### config.mk
export PLATFORM = sky130hd
export DESIGN_NAME = tap_and_midi_clock_tempo_tracker_core
export DESIGN_NICKNAME = d
export VERILOG_FILES = /design/src/rtl/core/tapmidi_pkg.sv /design/src/rtl/core/tap_and_midi_clock_tempo_tracker_core.sv /design/src/rtl/core/tapmidi_ram.sv
export SDC_FILE = /design/constraint.sdc
export NUM_CORES = 2
export LEC_CHECK = 0
export BUFFER_PORTS_ARGS = -buffer_cell sky130_fd_sc_hd__buf_2
export CAP_MARGIN = 40
export CORE_UTILIZATION = 57
export DETAILED_ROUTE_END_ITERATION = 10
export PLACE_DENSITY = 0.85
export SLEW_MARGIN = 0
export SYNTH_ARGS = -nofsm -noshare
export SYNTH_HDL_FRONTEND = slang
export SYNTH_HIERARCHICAL = 1
export SYNTH_SLANG_ARGS = --single-unit
### constraint.sdc
create_clock -name clk -period 10.1 [get_ports clk]
set_clock_uncertainty 0.2 [all_clocks]
set_input_delay 3.03 -clock clk [delete_from_list [all_inputs] [get_ports clk]]
set_output_delay 3.03 -clock clk [all_outputs]
set_load 0.02 [all_outputs]
### src/rtl/core/tapmidi_pkg.sv
// ---------------------------------------------------------------------------
// Tap and MIDI clock tempo tracker package
// Shared widths, reset values, operation and register codes, payload types.
// ---------------------------------------------------------------------------
package tapmidi_pkg;

  localparam int TEMPO_W     = 17;
  localparam int TIME_W      = 32;
  localparam int MS_W        = 16;
  localparam int OP_W        = 3;
  localparam int CFG_AW      = 3;

  localparam int TAP_WINDOW  = 4;
  localparam int TAP_AW      = (TAP_WINDOW > 1) ? $clog2(TAP_WINDOW) : 1;
  localparam int TAP_FILL_W  = $clog2(2 * TAP_WINDOW);

  localparam int TICK_RING   = 24;
  localparam int TICK_AW     = $clog2(TICK_RING);
  localparam int TICK_FILL_W = $clog2(TICK_RING + 1);

  localparam int DIV_STEPS   = TIME_W;
  localparam int DIV_CW      = $clog2(DIV_STEPS);

  // 60 s * 100 centi-BPM * 1000 ms per beat interval.
  localparam logic [TIME_W-1:0] TAP_SCALE  = TIME_W'(6000000);
  // Same scale times 23 intervals over 24 ticks per beat.
  localparam logic [TIME_W-1:0] TICK_SCALE = TIME_W'(5750000);

  localparam logic [TEMPO_W-1:0] TEMPO_MIN_RST     = TEMPO_W'(4000);
  localparam logic [TEMPO_W-1:0] TEMPO_MAX_RST     = TEMPO_W'(30000);
  localparam logic [TEMPO_W-1:0] TEMPO_DEFAULT_RST = TEMPO_W'(12000);
  localparam logic [MS_W-1:0]    TAP_GAP_RST       = MS_W'(2000);
  localparam logic [MS_W-1:0]    SYNC_TIMEOUT_RST  = MS_W'(500);

  typedef enum logic [OP_W-1:0] {
    OP_TAP       = 3'd0,
    OP_TICK      = 3'd1,
    OP_CLK_RESET = 3'd2,
    OP_SET_TEMPO = 3'd3,
    OP_POLL      = 3'd4
  } op_t;

  typedef enum logic [CFG_AW-1:0] {
    CFG_TEMPO_MIN     = 3'd0,
    CFG_TEMPO_MAX     = 3'd1,
    CFG_TEMPO_DEFAULT = 3'd2,
    CFG_TAP_GAP       = 3'd3,
    CFG_SYNC_TIMEOUT  = 3'd4
  } cfg_reg_t;

  typedef enum logic [2:0] {
    ST_IDLE,
    ST_EXEC,
    ST_SPAN,
    ST_DIV,
    ST_APPLY,
    ST_DONE
  } state_t;

  typedef struct packed {
    logic [OP_W-1:0]    op;
    logic [TIME_W-1:0]  now_ms;
    logic [TEMPO_W-1:0] tempo_value;
  } in_item_t;

  typedef struct packed {
    logic [TEMPO_W-1:0] tempo_now;
    logic [TEMPO_W-1:0] midi_tempo;
    logic               measured;
    logic               synced;
  } out_item_t;

  // The lower limit is applied first, so the upper limit wins when they cross.
  function automatic logic [TEMPO_W-1:0] clamp_tempo(
    input logic [TIME_W-1:0]  t,
    input logic [TEMPO_W-1:0] lo,
    input logic [TEMPO_W-1:0] hi
  );
    logic [TIME_W-1:0] c;
    c = t;
    if (c < {{(TIME_W-TEMPO_W){1'b0}}, lo}) c = {{(TIME_W-TEMPO_W){1'b0}}, lo};
    if (c > {{(TIME_W-TEMPO_W){1'b0}}, hi}) c = {{(TIME_W-TEMPO_W){1'b0}}, hi};
    return c[TEMPO_W-1:0];
  endfunction

endpackage

### src/rtl/core/tap_and_midi_clock_tempo_tracker_core.sv
// ---------------------------------------------------------------------------
// Tap and MIDI clock tempo tracker core
// Tracks a working tempo, in centi-BPM, from tap events and MIDI clock messages.
// ---------------------------------------------------------------------------
// Flow: an input transfer is registered and goes to the exec state, then to the
// done state; a tap with two or more taps held or a tick that fills the ring passes
// the span check first, and a nonzero span goes through the 32-step restoring divider
// that turns the timestamp span into a tempo, then the apply state. One event is in
// flight; the next transfer is taken the cycle after the result is loaded into the output register.
// Synchronous active-low reset clears the control state, not the timestamp rings.
module tap_and_midi_clock_tempo_tracker_core (
  input  logic                                  clk,
  input  logic                                  rst_n,
  input  logic                                  in_valid,
  output logic                                  in_ready,
  input  tapmidi_pkg::in_item_t                 in_data,
  output logic                                  out_valid,
  input  logic                                  out_ready,
  output tapmidi_pkg::out_item_t                out_data,
  input  logic                                  cfg_we,
  input  logic [tapmidi_pkg::CFG_AW-1:0]        cfg_addr,
  input  logic [tapmidi_pkg::TEMPO_W-1:0]       cfg_wdata
);

  localparam int TW  = tapmidi_pkg::TIME_W;
  localparam int PW  = tapmidi_pkg::TEMPO_W;
  localparam int FW  = tapmidi_pkg::TAP_FILL_W;
  localparam int AW  = tapmidi_pkg::TAP_AW;
  localparam int KW  = tapmidi_pkg::TICK_AW;
  localparam int KFW = tapmidi_pkg::TICK_FILL_W;
  localparam int WIN = tapmidi_pkg::TAP_WINDOW;

  // Configuration registers
  logic [PW-1:0]               tempo_min_r;
  logic [PW-1:0]               tempo_max_r;
  logic [tapmidi_pkg::MS_W-1:0] gap_limit_r;
  logic [tapmidi_pkg::MS_W-1:0] sync_timeout_r;

  // Control and tracker state
  tapmidi_pkg::state_t state_r, state_nxt;
  logic [tapmidi_pkg::OP_W-1:0] op_r, op_nxt;
  logic [TW-1:0]   now_r, now_nxt;
  logic [PW-1:0]   val_r, val_nxt;
  logic [TW-1:0]   numer_r, numer_nxt;
  logic [TW-1:0]   div_r, div_nxt;
  logic [TW-1:0]   quo_r, quo_nxt;
  logic [TW-1:0]   rem_r, rem_nxt;
  logic [tapmidi_pkg::DIV_CW-1:0] cnt_r, cnt_nxt;
  logic            measured_r, measured_nxt;
  logic [FW-1:0]   tap_fill_r, tap_fill_nxt;
  logic [TW-1:0]   last_tap_r, last_tap_nxt;
  logic [KW-1:0]   tick_idx_r, tick_idx_nxt;
  logic [KFW-1:0]  tick_fill_r, tick_fill_nxt;
  logic [TW-1:0]   last_tick_r, last_tick_nxt;
  logic [PW-1:0]   work_tempo_r, work_tempo_nxt;
  logic [PW-1:0]   clk_tempo_r, clk_tempo_nxt;
  logic            sync_r, sync_nxt;
  logic            out_valid_r, out_valid_nxt;
  tapmidi_pkg::out_item_t out_data_r, out_data_nxt;

  // Ring memories
  logic            tap_we;
  logic [AW-1:0]   tap_waddr, tap_raddr;
  logic [TW-1:0]   tap_rdata;
  logic            tick_we;
  logic [KW-1:0]   tick_raddr;
  logic [TW-1:0]   tick_rdata;

  // Tap window arithmetic
  logic            gap_hit;
  logic [FW-1:0]   fill0;
  logic [FW:0]     fill_inc;
  logic [FW-1:0]   fill1;
  logic [FW-1:0]   valid_cnt;
  logic [AW-1:0]   oldest;
  logic [AW-1:0]   wslot;
  logic [TW-1:0]   tap_numer;

  // Tick ring arithmetic
  logic [KW-1:0]   tick_idx_inc;
  logic [KFW-1:0]  tick_fill_inc;

  logic [TW-1:0]   span;
  logic [TW:0]     div_sh;
  logic [TW:0]     div_sub;
  logic [PW-1:0]   quo_clamped;
  logic            synced_now;

  tapmidi_ram #(
    .WIDTH(TW),
    .DEPTH(WIN)
  ) u_tap_ram (
    .clk  (clk),
    .we   (tap_we),
    .waddr(tap_waddr),
    .wdata(now_r),
    .raddr(tap_raddr),
    .rdata(tap_rdata)
  );

  tapmidi_ram #(
    .WIDTH(TW),
    .DEPTH(tapmidi_pkg::TICK_RING)
  ) u_tick_ram (
    .clk  (clk),
    .we   (tick_we),
    .waddr(tick_idx_r),
    .wdata(now_r),
    .raddr(tick_raddr),
    .rdata(tick_rdata)
  );

  assign in_ready  = (state_r == tapmidi_pkg::ST_IDLE);
  assign out_valid = out_valid_r;
  assign out_data  = out_data_r;

  // There is no tempo_default register: reset loads the package default tempo,
  // so a write to that address is taken and has no effect.
  always_ff @(posedge clk) begin
    if (!rst_n) begin
      tempo_min_r    <= tapmidi_pkg::TEMPO_MIN_RST;
      tempo_max_r    <= tapmidi_pkg::TEMPO_MAX_RST;
      gap_limit_r    <= tapmidi_pkg::TAP_GAP_RST;
      sync_timeout_r <= tapmidi_pkg::SYNC_TIMEOUT_RST;
    end else if (cfg_we) begin
      case (cfg_addr)
        tapmidi_pkg::CFG_TEMPO_MIN:     tempo_min_r    <= cfg_wdata;
        tapmidi_pkg::CFG_TEMPO_MAX:     tempo_max_r    <= cfg_wdata;
        tapmidi_pkg::CFG_TEMPO_DEFAULT: ;
        tapmidi_pkg::CFG_TAP_GAP:       gap_limit_r    <= cfg_wdata[tapmidi_pkg::MS_W-1:0];
        tapmidi_pkg::CFG_SYNC_TIMEOUT:  sync_timeout_r <= cfg_wdata[tapmidi_pkg::MS_W-1:0];
        default: ;
      endcase
    end
  end

  always_comb begin
    gap_hit  = (tap_fill_r != '0) &&
               ((now_r - last_tap_r) > {{(TW-tapmidi_pkg::MS_W){1'b0}}, gap_limit_r});
    fill0    = gap_hit ? '0 : tap_fill_r;
    wslot    = (fill0 >= FW'(WIN)) ? AW'(fill0 - FW'(WIN)) : AW'(fill0);
    fill_inc = {1'b0, fill0} + (FW+1)'(1);
    // The fill count folds back by one window once it reaches two windows.
    fill1    = (fill_inc >= (FW+1)'(2 * WIN)) ? FW'(fill_inc - (FW+1)'(WIN))
                                              : FW'(fill_inc);
    valid_cnt = (fill1 < FW'(WIN)) ? fill1 : FW'(WIN);
    oldest    = (fill1 >= FW'(WIN)) ? AW'(fill1 - FW'(WIN)) : '0;
    tap_numer = TW'(tapmidi_pkg::TAP_SCALE *
                    {{(TW-FW){1'b0}}, valid_cnt - FW'(1)});

    tick_idx_inc  = (tick_idx_r == KW'(tapmidi_pkg::TICK_RING - 1)) ? '0
                                                                    : tick_idx_r + KW'(1);
    tick_fill_inc = (tick_fill_r < KFW'(tapmidi_pkg::TICK_RING)) ? tick_fill_r + KFW'(1)
                                                                 : tick_fill_r;

    span    = now_r - ((op_r == tapmidi_pkg::OP_TICK) ? tick_rdata : tap_rdata);
    div_sh  = {rem_r, quo_r[TW-1]};
    div_sub = div_sh - {1'b0, div_r};
    quo_clamped = tapmidi_pkg::clamp_tempo(quo_r, tempo_min_r, tempo_max_r);
    synced_now  = sync_r &&
                  ((now_r - last_tick_r) <
                   {{(TW-tapmidi_pkg::MS_W){1'b0}}, sync_timeout_r});
  end

  always_comb begin
    state_nxt      = state_r;
    op_nxt         = op_r;
    now_nxt        = now_r;
    val_nxt        = val_r;
    numer_nxt      = numer_r;
    div_nxt        = div_r;
    quo_nxt        = quo_r;
    rem_nxt        = rem_r;
    cnt_nxt        = cnt_r;
    measured_nxt   = measured_r;
    tap_fill_nxt   = tap_fill_r;
    last_tap_nxt   = last_tap_r;
    tick_idx_nxt   = tick_idx_r;
    tick_fill_nxt  = tick_fill_r;
    last_tick_nxt  = last_tick_r;
    work_tempo_nxt = work_tempo_r;
    clk_tempo_nxt  = clk_tempo_r;
    sync_nxt       = sync_r;
    out_data_nxt   = out_data_r;
    out_valid_nxt  = out_valid_r && !out_ready;
    tap_we         = 1'b0;
    tap_waddr      = wslot;
    tap_raddr      = oldest;
    tick_we        = 1'b0;
    tick_raddr     = tick_idx_inc;

    case (state_r)
      tapmidi_pkg::ST_IDLE: begin
        if (in_valid) begin
          op_nxt       = in_data.op;
          now_nxt      = in_data.now_ms;
          val_nxt      = in_data.tempo_value;
          measured_nxt = 1'b0;
          state_nxt    = tapmidi_pkg::ST_EXEC;
        end
      end

      tapmidi_pkg::ST_EXEC: begin
        state_nxt = tapmidi_pkg::ST_DONE;
        case (op_r)
          tapmidi_pkg::OP_TAP: begin
            // Store the tap and start reading the oldest one held.
            tap_we       = 1'b1;
            tap_fill_nxt = fill1;
            last_tap_nxt = now_r;
            numer_nxt    = tap_numer;
            if (fill1 >= FW'(2)) begin
              state_nxt = tapmidi_pkg::ST_SPAN;
            end
          end
          tapmidi_pkg::OP_TICK: begin
            tick_we       = 1'b1;
            tick_idx_nxt  = tick_idx_inc;
            tick_fill_nxt = tick_fill_inc;
            last_tick_nxt = now_r;
            numer_nxt     = tapmidi_pkg::TICK_SCALE;
            if (tick_fill_inc >= KFW'(tapmidi_pkg::TICK_RING)) begin
              state_nxt = tapmidi_pkg::ST_SPAN;
            end
          end
          tapmidi_pkg::OP_CLK_RESET: begin
            tick_fill_nxt = '0;
            tick_idx_nxt  = '0;
            sync_nxt      = 1'b0;
          end
          tapmidi_pkg::OP_SET_TEMPO: begin
            work_tempo_nxt = tapmidi_pkg::clamp_tempo({{(TW-PW){1'b0}}, val_r},
                                                      tempo_min_r, tempo_max_r);
            sync_nxt       = 1'b0;
            tap_fill_nxt   = '0;
          end
          default: ;
        endcase
      end

      tapmidi_pkg::ST_SPAN: begin
        if (span == '0) begin
          state_nxt = tapmidi_pkg::ST_DONE;
        end else begin
          div_nxt   = span;
          quo_nxt   = numer_r;
          rem_nxt   = '0;
          cnt_nxt   = '0;
          state_nxt = tapmidi_pkg::ST_DIV;
        end
      end

      tapmidi_pkg::ST_DIV: begin
        // Restoring division, one quotient bit per cycle.
        if (!div_sub[TW]) begin
          rem_nxt = div_sub[TW-1:0];
          quo_nxt = {quo_r[TW-2:0], 1'b1};
        end else begin
          rem_nxt = div_sh[TW-1:0];
          quo_nxt = {quo_r[TW-2:0], 1'b0};
        end
        cnt_nxt = cnt_r + tapmidi_pkg::DIV_CW'(1);
        if (cnt_r == tapmidi_pkg::DIV_CW'(tapmidi_pkg::DIV_STEPS - 1)) begin
          state_nxt = tapmidi_pkg::ST_APPLY;
        end
      end

      tapmidi_pkg::ST_APPLY: begin
        work_tempo_nxt = quo_clamped;
        if (op_r == tapmidi_pkg::OP_TICK) begin
          clk_tempo_nxt = quo_clamped;
          sync_nxt      = 1'b1;
        end else begin
          measured_nxt = 1'b1;
          sync_nxt     = 1'b0;
        end
        state_nxt = tapmidi_pkg::ST_DONE;
      end

      tapmidi_pkg::ST_DONE: begin
        if (!out_valid_r || out_ready) begin
          out_valid_nxt           = 1'b1;
          out_data_nxt.tempo_now  = work_tempo_r;
          out_data_nxt.midi_tempo = clk_tempo_r;
          out_data_nxt.measured   = measured_r;
          out_data_nxt.synced     = synced_now;
          state_nxt               = tapmidi_pkg::ST_IDLE;
        end
      end

      default: state_nxt = tapmidi_pkg::ST_IDLE;
    endcase
  end

  always_ff @(posedge clk) begin
    if (!rst_n) begin
      state_r      <= tapmidi_pkg::ST_IDLE;
      measured_r   <= 1'b0;
      tap_fill_r   <= '0;
      last_tap_r   <= '0;
      tick_idx_r   <= '0;
      tick_fill_r  <= '0;
      last_tick_r  <= '0;
      work_tempo_r <= tapmidi_pkg::TEMPO_DEFAULT_RST;
      clk_tempo_r  <= tapmidi_pkg::TEMPO_DEFAULT_RST;
      sync_r       <= 1'b0;
      out_valid_r  <= 1'b0;
    end else begin
      state_r      <= state_nxt;
      measured_r   <= measured_nxt;
      tap_fill_r   <= tap_fill_nxt;
      last_tap_r   <= last_tap_nxt;
      tick_idx_r   <= tick_idx_nxt;
      tick_fill_r  <= tick_fill_nxt;
      last_tick_r  <= last_tick_nxt;
      work_tempo_r <= work_tempo_nxt;
      clk_tempo_r  <= clk_tempo_nxt;
      sync_r       <= sync_nxt;
      out_valid_r  <= out_valid_nxt;
    end
  end

  always_ff @(posedge clk) begin
    op_r       <= op_nxt;
    now_r      <= now_nxt;
    val_r      <= val_nxt;
    numer_r    <= numer_nxt;
    div_r      <= div_nxt;
    quo_r      <= quo_nxt;
    rem_r      <= rem_nxt;
    cnt_r      <= cnt_nxt;
    out_data_r <= out_data_nxt;
  end

`ifndef SYNTHESIS
  // Only one event is in flight: a transfer in closes the input side.
  a_one_in_flight: assert property (@(posedge clk) disable iff (!rst_n)
    (in_valid && in_ready) |=> !in_ready)
    else $error("input accepted while an event is in flight");

  // A finished event is loaded into the output register when there is room.
  a_done_loads_out: assert property (@(posedge clk) disable iff (!rst_n)
    (state_r == tapmidi_pkg::ST_DONE && (!out_valid_r || out_ready)) |=> out_valid_r)
    else $error("finished event not loaded into the output register");

  // A measured tempo never exceeds the upper limit in force when applied.
  a_clamp_max: assert property (@(posedge clk) disable iff (!rst_n)
    (state_r == tapmidi_pkg::ST_APPLY) |=> (work_tempo_r <= $past(tempo_max_r)))
    else $error("applied tempo above the upper limit");

  // Sync only latches on a MIDI clock tick.
  a_sync_from_tick: assert property (@(posedge clk) disable iff (!rst_n)
    $rose(sync_r) |-> (op_r == tapmidi_pkg::OP_TICK))
    else $error("sync latched by an event other than a clock tick");
`endif

endmodule

### src/rtl/core/tapmidi_ram.sv
// ---------------------------------------------------------------------------
// Generic simple dual-port RAM
// One write port and one read port, read data registered.
// ---------------------------------------------------------------------------
module tapmidi_ram #(
  parameter int WIDTH = 32,
  parameter int DEPTH = 4
) (
  input  logic                                     clk,
  input  logic                                     we,
  input  logic [((DEPTH > 1) ? $clog2(DEPTH) : 1)-1:0] waddr,
  input  logic [WIDTH-1:0]                         wdata,
  input  logic [((DEPTH > 1) ? $clog2(DEPTH) : 1)-1:0] raddr,
  output logic [WIDTH-1:0]                         rdata
);

  logic [WIDTH-1:0] mem [DEPTH];

  always_ff @(posedge clk) begin
    if (we) begin
      mem[waddr] <= wdata;
    end
    rdata <= mem[raddr];
  end

endmodule

**Word-level counts from Yosys, hierarchy flattened**

Memory sizes are Yosys's and may differ from the RTL's. A register that Yosys moved wholly into a read port is not among the register bits.
Cells that the tools add are included.

- Word-level logic and storage cells: 163
- Bits in registers: 404
- Memories kept: 2
- Output and inout port bits: 38
- Input port bits: 77
- Memory bits (writable): 896

- Bitwise operators: 1
- Add/sub/neg operators: 12
- Multiplexer cells: 51
- Reductions and logical operators: 36
- Equal/unequal tests: 20
- $lt $le $gt $ge: 13
- Multipliers: 1

Memories:

| memory | words | width | read ports | clocked after memory_dff | write ports | RTL line | source |
|---|---|---|---|---|---|---|---|
| u_tick_ram.mem | 24 | 32 | 1 | 1 | 1 | tapmidi_ram.sv:17 | `logic [WIDTH-1:0] mem [DEPTH];` |
| u_tap_ram.mem | 4 | 32 | 1 | 1 | 1 | tapmidi_ram.sv:17 |  |

Operators by type and width:

| operator | count |
|---|---|
| $mux W32 | 7 |
| $pmux W32 S2 | 3 |
| $sub A32 B32 Y32 | 3 |
| $mux W17 | 4 |
| $gt A32 B17 Y1 | 2 |
| $pmux W17 S2 | 1 |
| $sub A33 B32 Y33 | 1 |
| $gt A32 B16 Y1 | 1 |
| $logic_not A32 Y1 | 1 |
| $lt A32 B16 Y1 | 1 |
| $lt A32 B17 Y1 | 1 |
| $reduce_and A2 Y1 | 16 |
| $pmux W5 S2 | 3 |
| $mux W3 | 9 |
| $mul A16 B3 Y19 const A | 1 |
| $pmux W3 S6 | 1 |
| $lt A17 B17 Y1 | 1 |
| $add A5 B1 Y5 const B | 3 |
| $eq A3 B2 Y1 const B | 5 |
| $mux W5 | 3 |
| $mux W1 | 14 |
| $ne A2 B2 Y1 const B | 7 |
| $pmux W3 S2 | 2 |
| $reduce_bool A2 Y1 | 6 |
| 23 further kinds | 38 |

**Logic depth before layout (Yosys ltp)**

- Word-level depth: 12
- Gate-level depth with buffers: 41
- Mapped depth without buffers: 38

**Cells and area by module**

Netlist, hierarchy kept.

By module, submodules not included:

| module | times used | sequential area each (um2) | area each (um2) | cells an instance |
|---|---|---|---|---|
| tapmidi_ram at u_tick_ram | 1 | 23702.7 | 30327.8 | 1545 |
| tap_and_midi_clock_tempo_tracker_core | 1 | 9909.5 | 24607.4 | 2676 |
| tapmidi_ram at u_tap_ram | 1 | 4484.3 | 5330.1 | 203 |

**Least setup slack after synthesis**

Ideal clock, no wire load.

- Path type: reg-to-reg
- From: register op_r[2] (netlist bit)
- To: register cnt_r[0] (netlist bit) (enable)
- Setup time: 436 ps
- Period minus slack after synthesis: 9649 ps
- Stages on the path, launching flop included: 20
- Setup slack: 451 ps
- Arrival: 9013 ps
- Cells stage by stage: edfxtp_1 nor2_1 nand2_1 inv_2 buf_1 clkbuf_1 mux2i_1 ha_1 a21o_1 a21o_1 a21o_1 or3_1 o21a_1 a31oi_1 and2_1 o21ai_0 xnor2_1 nor4_2 nor4_1 nand2b_1

- Longest elaborated chain between the ends: 6

Ends and longest elaborated chain:

| item | RTL line | source |
|---|---|---|
| start: declaration | tap_and_midi_clock_tempo_tracker_core.sv:41 | `logic [tapmidi_pkg::OP_W-1:0] op_r, op_nxt;` |
| start signal: assignment | tap_and_midi_clock_tempo_tracker_core.sv:324 | `op_r <= op_nxt;` |
| $eq A3 B1 Y1 | tap_and_midi_clock_tempo_tracker_core.sv:156 | `span = now_r - ((op_r == tapmidi_pkg::OP_TICK) ? tick_rdata : tap_rdata);` |
| $mux W32 | tap_and_midi_clock_tempo_tracker_core.sv:156 |  |
| $sub A32 B32 Y32 | tap_and_midi_clock_tempo_tracker_core.sv:156 |  |
| via span[29] | tap_and_midi_clock_tempo_tracker_core.sv:83 | `logic [TW-1:0] span;` |
| $logic_not A32 Y1 | tap_and_midi_clock_tempo_tracker_core.sv:242 | `if (span == '0) begin` |
| $ne A2 B2 Y1 (no source line) | -- |  |
| $reduce_and A2 Y1 (no source line) | -- |  |
| end signal: assignment | tap_and_midi_clock_tempo_tracker_core.sv:331 | `cnt_r <= cnt_nxt;` |
| end: declaration | tap_and_midi_clock_tempo_tracker_core.sv:48 | `logic [tapmidi_pkg::DIV_CW-1:0] cnt_r, cnt_nxt;` |

The timed path passes the listed nets, and every way through them passes these cells.
A chain may end at the register's enable or synchronous reset.

**Worst setup path in the final report**

- From: register now_r[0]
- To: register numer_r[23] (data pin)

- Longest elaborated chain between the ends: 12
- Elaborated cells between the ends (all ways): 13

Ends and longest elaborated chain:

| item | RTL line | source |
|---|---|---|
| start: declaration | tap_and_midi_clock_tempo_tracker_core.sv:42 | `logic [TW-1:0] now_r, now_nxt;` |
| start signal: assignment | tap_and_midi_clock_tempo_tracker_core.sv:325 | `now_r <= now_nxt;` |
| $sub A32 B32 Y32 (*) | tap_and_midi_clock_tempo_tracker_core.sv:139 | `((now_r - last_tap_r) > {{(TW-tapmidi_pkg::MS_W){1'b0}}, gap_limit_r});` |
| $gt A32 B16 Y1 (*) | tap_and_midi_clock_tempo_tracker_core.sv:139 |  |
| $logic_and A1 B1 Y1 (*) | tap_and_midi_clock_tempo_tracker_core.sv:138 | `gap_hit = (tap_fill_r != '0) &&` |
| $mux W3 (*) | tap_and_midi_clock_tempo_tracker_core.sv:140 | `fill0 = gap_hit ? '0 : tap_fill_r;` |
| via fill0[0] | tap_and_midi_clock_tempo_tracker_core.sv:71 | `logic [FW-1:0] fill0;` |
| $add A3 B1 Y4 (*) | tap_and_midi_clock_tempo_tracker_core.sv:142 | `fill_inc = {1'b0, fill0} + (FW+1)'(1);` |
| $ge A4 B4 Y1 or $sub A3 B3 Y3 (tied branches) | tap_and_midi_clock_tempo_tracker_core.sv:144 | `fill1 = (fill_inc >= (FW+1)'(2 * WIN)) ? FW'(fill_inc - (FW+1)'(WIN))` |
| $mux W3 (*) | tap_and_midi_clock_tempo_tracker_core.sv:144 |  |
| $lt A3 B3 Y1 | tap_and_midi_clock_tempo_tracker_core.sv:146 | `valid_cnt = (fill1 < FW'(WIN)) ? fill1 : FW'(WIN);` |
| $mux W3 (*) | tap_and_midi_clock_tempo_tracker_core.sv:146 |  |
| $sub A3 B1 Y3 (*) | tap_and_midi_clock_tempo_tracker_core.sv:149 | `{{(TW-FW){1'b0}}, valid_cnt - FW'(1)});` |
| $mul A16 B3 Y19 (*) | tap_and_midi_clock_tempo_tracker_core.sv:148 | `tap_numer = TW'(tapmidi_pkg::TAP_SCALE *` |
| $pmux W32 S2 (*) | tap_and_midi_clock_tempo_tracker_core.sv:205 | `case (op_r)` |
| end signal: assignment | tap_and_midi_clock_tempo_tracker_core.sv:327 | `numer_r <= numer_nxt;` |
| end: declaration | tap_and_midi_clock_tempo_tracker_core.sv:44 | `logic [TW-1:0] numer_r, numer_nxt;` |

The timed path passes the listed nets; every way through them passes the cells marked *. The select of a mux whose other input is x is not followed.

==> impl_metrics.py <==
metrics = {
    "setup_path": {
        "path_common_cell": "ha_1",
        "required_ns": 10.37,
        "worst_path_dominant_cell_family": "simple AND/OR/NAND/NOR gates",
        "critical_path.slowest_cell": "or3_1",
        "path_max_fanout": 10,
        "startpoint_type": "register",
        "critPathArrivalTime_ns": 9.35,
        "crit_type": "register to register",
        "max_stage_delay_ns": 0.56,
        "cp_num_buf_inv": 2,
        "end_kind": "register",
    },
    "clock_tree": {
        "clock_latency_ns": 0.75,
        "htree_num_levels": 4,
        "cts_setup_buffers": 0,
        "cts_root_buf": "clkbuf_16",
        "cts_tree": "done",
        "cts.path.max_buffers": 3,
        "cts_sinks": 1351,
        "hold_buffers": 0,
        "cts_made_buffers": 133,
        "clk_pin_slew_ns": 0.06,
        "ctsResizeCount": 0,
    },
    "synth": {
        "ys_warn_count": 6,
        "synth_fp_nets": 4740,
        "synth-edff-count": 1104,
        "synth_top_area_share_pct": 55.0,
        "ys_top_cells_by_count": "edfxtp_1, nand2_1, mux2i_1",
        "synth_top_flop_cell": "edfxtp_1",
        "synth_area_leaders": "edfxtp_1, dfxtp_1, mux2i_1",
        "async_flop_share_pct": 0,
        "yosysTopAreaCell": "edfxtp_1",
        "ys_types": 104,
        "synth_area_um2": 60300,
        "avgSynthCellArea_um2": 13.6,
        "synthesis.instances": 4424,
        "ys_ff_latch": 1351,
        "synth.most_common_cell": "edfxtp_1",
        "synth_seq_area_share_pct": 63.2,
    },
    "global_routing": {
        "overflow": 0,
        "antenna_found_initial": 12,
        "grt_max_degree": 136,
        "grt_util_all_layers_pct": 30.3,
        "grt_pass1_wl_um": 240000,
        "first_global_vias": 38500,
    },
    "finish": {
        "seq_area_um2": 38100,
        "areaGrowthSynthToFinish_pct": 11.9,
        "fin_nets": 4917,
        "final_layout_size_suffix_gt1_share_pct": 14.9,
        "multi_input_area_um2": 20700,
        "fillers": 7089,
    },
    "power": {
        "p_comb_share_pct": 7.3,
        "cellLeakagePower_nw": 25.1,
        "seqPwrFrac_pct": 50.7,
        "p_int_mw": 9.31,
        "swShare_pct": 23.1,
        "ir_drop_mv": 0.152,
        "clkPwrFrac_pct": 42.0,
        "powerDensity_nw_per_um2": 179,
        "switchingPower_mw": 2.80,
    },
    "routing": {
        "drt_iter0_markers": 5173,
        "dr.pass1.iters": 6,
        "totalWireLength_um": 163000,
        "ant_nets": 0,
        "vias": 39300,
        "wire_per_inst_um": 26.7,
        "vias_per_cell": 6.45,
        "route.detailed.drc": 0,
    },
    "sta": {
        "setup_viol": 0,
        "hold_viol": 0,
        "rsz0062_at_grt": "false",
        "setup_tns_ns": 0,
        "finalWorstSetupSlack_ns": 1.02,
        "post-route-period-util_pct": 89.9,
        "relSlewSlack_pct": 23.9,
        "tightest_slew_ns": 1.14,
        "period_minus_slack_ns": 9.08,
        "slew_violations": 0,
        "timing.fmax_ghz": 0.110,
    },
    "floorplanning": {
        "core_region_area_um2": 104000,
        "initial_core_util_pct": 57.8,
        "die_height_um": 327,
        "rows": 118,
        "die_area_um2": 107000,
        "die_w_um": 327,
        "io_pins": 115,
    },
    "outcome": {
        "status": "complete, no violations",
    },
    "place": {
        "io_buffers": 114,
        "hpwl_um": 99800,
        "place_ws_ns": 1.15,
        "gp_congestion": 0.929,
    },
    "min_path": {
        "hold_class": "register to register",
    },
    "job": {
        "drv_cap": 0,
    },
}
## per-layer routing
metal	GRT usage, %	part of all wire [%]
met2	47.0	46
met5	0	0.053
met1	40.0	36
met3	7.66	13
met4	14.8	5.0
## worst paths after layout
path	slack, ns	depth (start not counted)	endpoint	startpoint
max	1.02	38	numer_r[23]	now_r[0]
min	0.21	0	out_data[15]	clk_tempo_r[13]
max reg2reg	1.02	38	numer_r[23]	now_r[0]
min reg2reg	0.21	0	out_data[15]	clk_tempo_r[13]
## registers in the layout, summed over array words and instances (netlist names), 16 cells and up
signal / cells
tempo_max_r: 17
clk_tempo_r: 17
now_r: 32
gap_limit_r: 16
last_tap_r: 32
u_tick_ram/mem: 768
sync_timeout_r: 16
div_r: 32
u_tick_ram/rdata: 32
tempo_min_r: 17
work_tempo_r: 17
val_r: 17
u_tap_ram/rdata: 32
quo_r: 32
numer_r: 19
rem_r: 32
out_data: 36
last_tick_r: 32
u_tap_ram/mem: 128
## through the flow
step	area, µm²	util [%]	hold slack, ns	cells	power (mW)
6_report	67500	64.7	0.211	6098	12.1
5_1_grt	67400	64.7	0.225	6091	12.4
4_1_cts	67400	64.7	0.207	6089	12.1
3_5_place_dp	62900	60.4	0.217	5846	7.11
3_3_place_gp	62600	60.1	0.212	5831	7.08
2_1_floorplan	60300	-	0.208	4424	6.81
## logic make-up after synthesis
logic type | share of synthesized area [%]
XOR/XNOR | 1.71
AO/OA/AOI/OAI | 8.33
AND/OR/NAND/NOR | 8.17
adder cells (fa/ha/maj) | 5.01
buffers and inverters | 2.92
flip-flops | 63.2
multiplexers | 10.6
## cell type report
type	instances	share of cell area, %
tap	1380	2.56
clock buffer	165	5.34
sequential	1351	56.5
timing repair buffer	224	2.39
clock inverter	78	1.32
inverter	216	1.21
antenna	9	0.0334
multi-input combinational	2675	30.7
## layout by cell type (no fill, tap or decap), types with 99 or more instances in the layout
cell / n
a21oi_1: 257
buf_2: 114
clkbuf_16: 136
dfxtp_1: 247
edfxtp_1: 1104
ha_1: 235
inv_1: 211
mux2i_1: 315
mux4_2: 105
nand2_1: 510
nand3_1: 99
nor2_1: 149
o21ai_0: 102
## power groups by stage
stage	clock [mW]	combinational (mW)	sequential (mW)
after global placement	0	0.823	6.25
after detailed placement	0	0.849	6.26
after floorplan	0	0.532	6.28
after CTS	5.12	0.861	6.14
final	5.09	0.880	6.14
after global routing	5.33	0.940	6.14
Power figures use the tool's default switching activity.
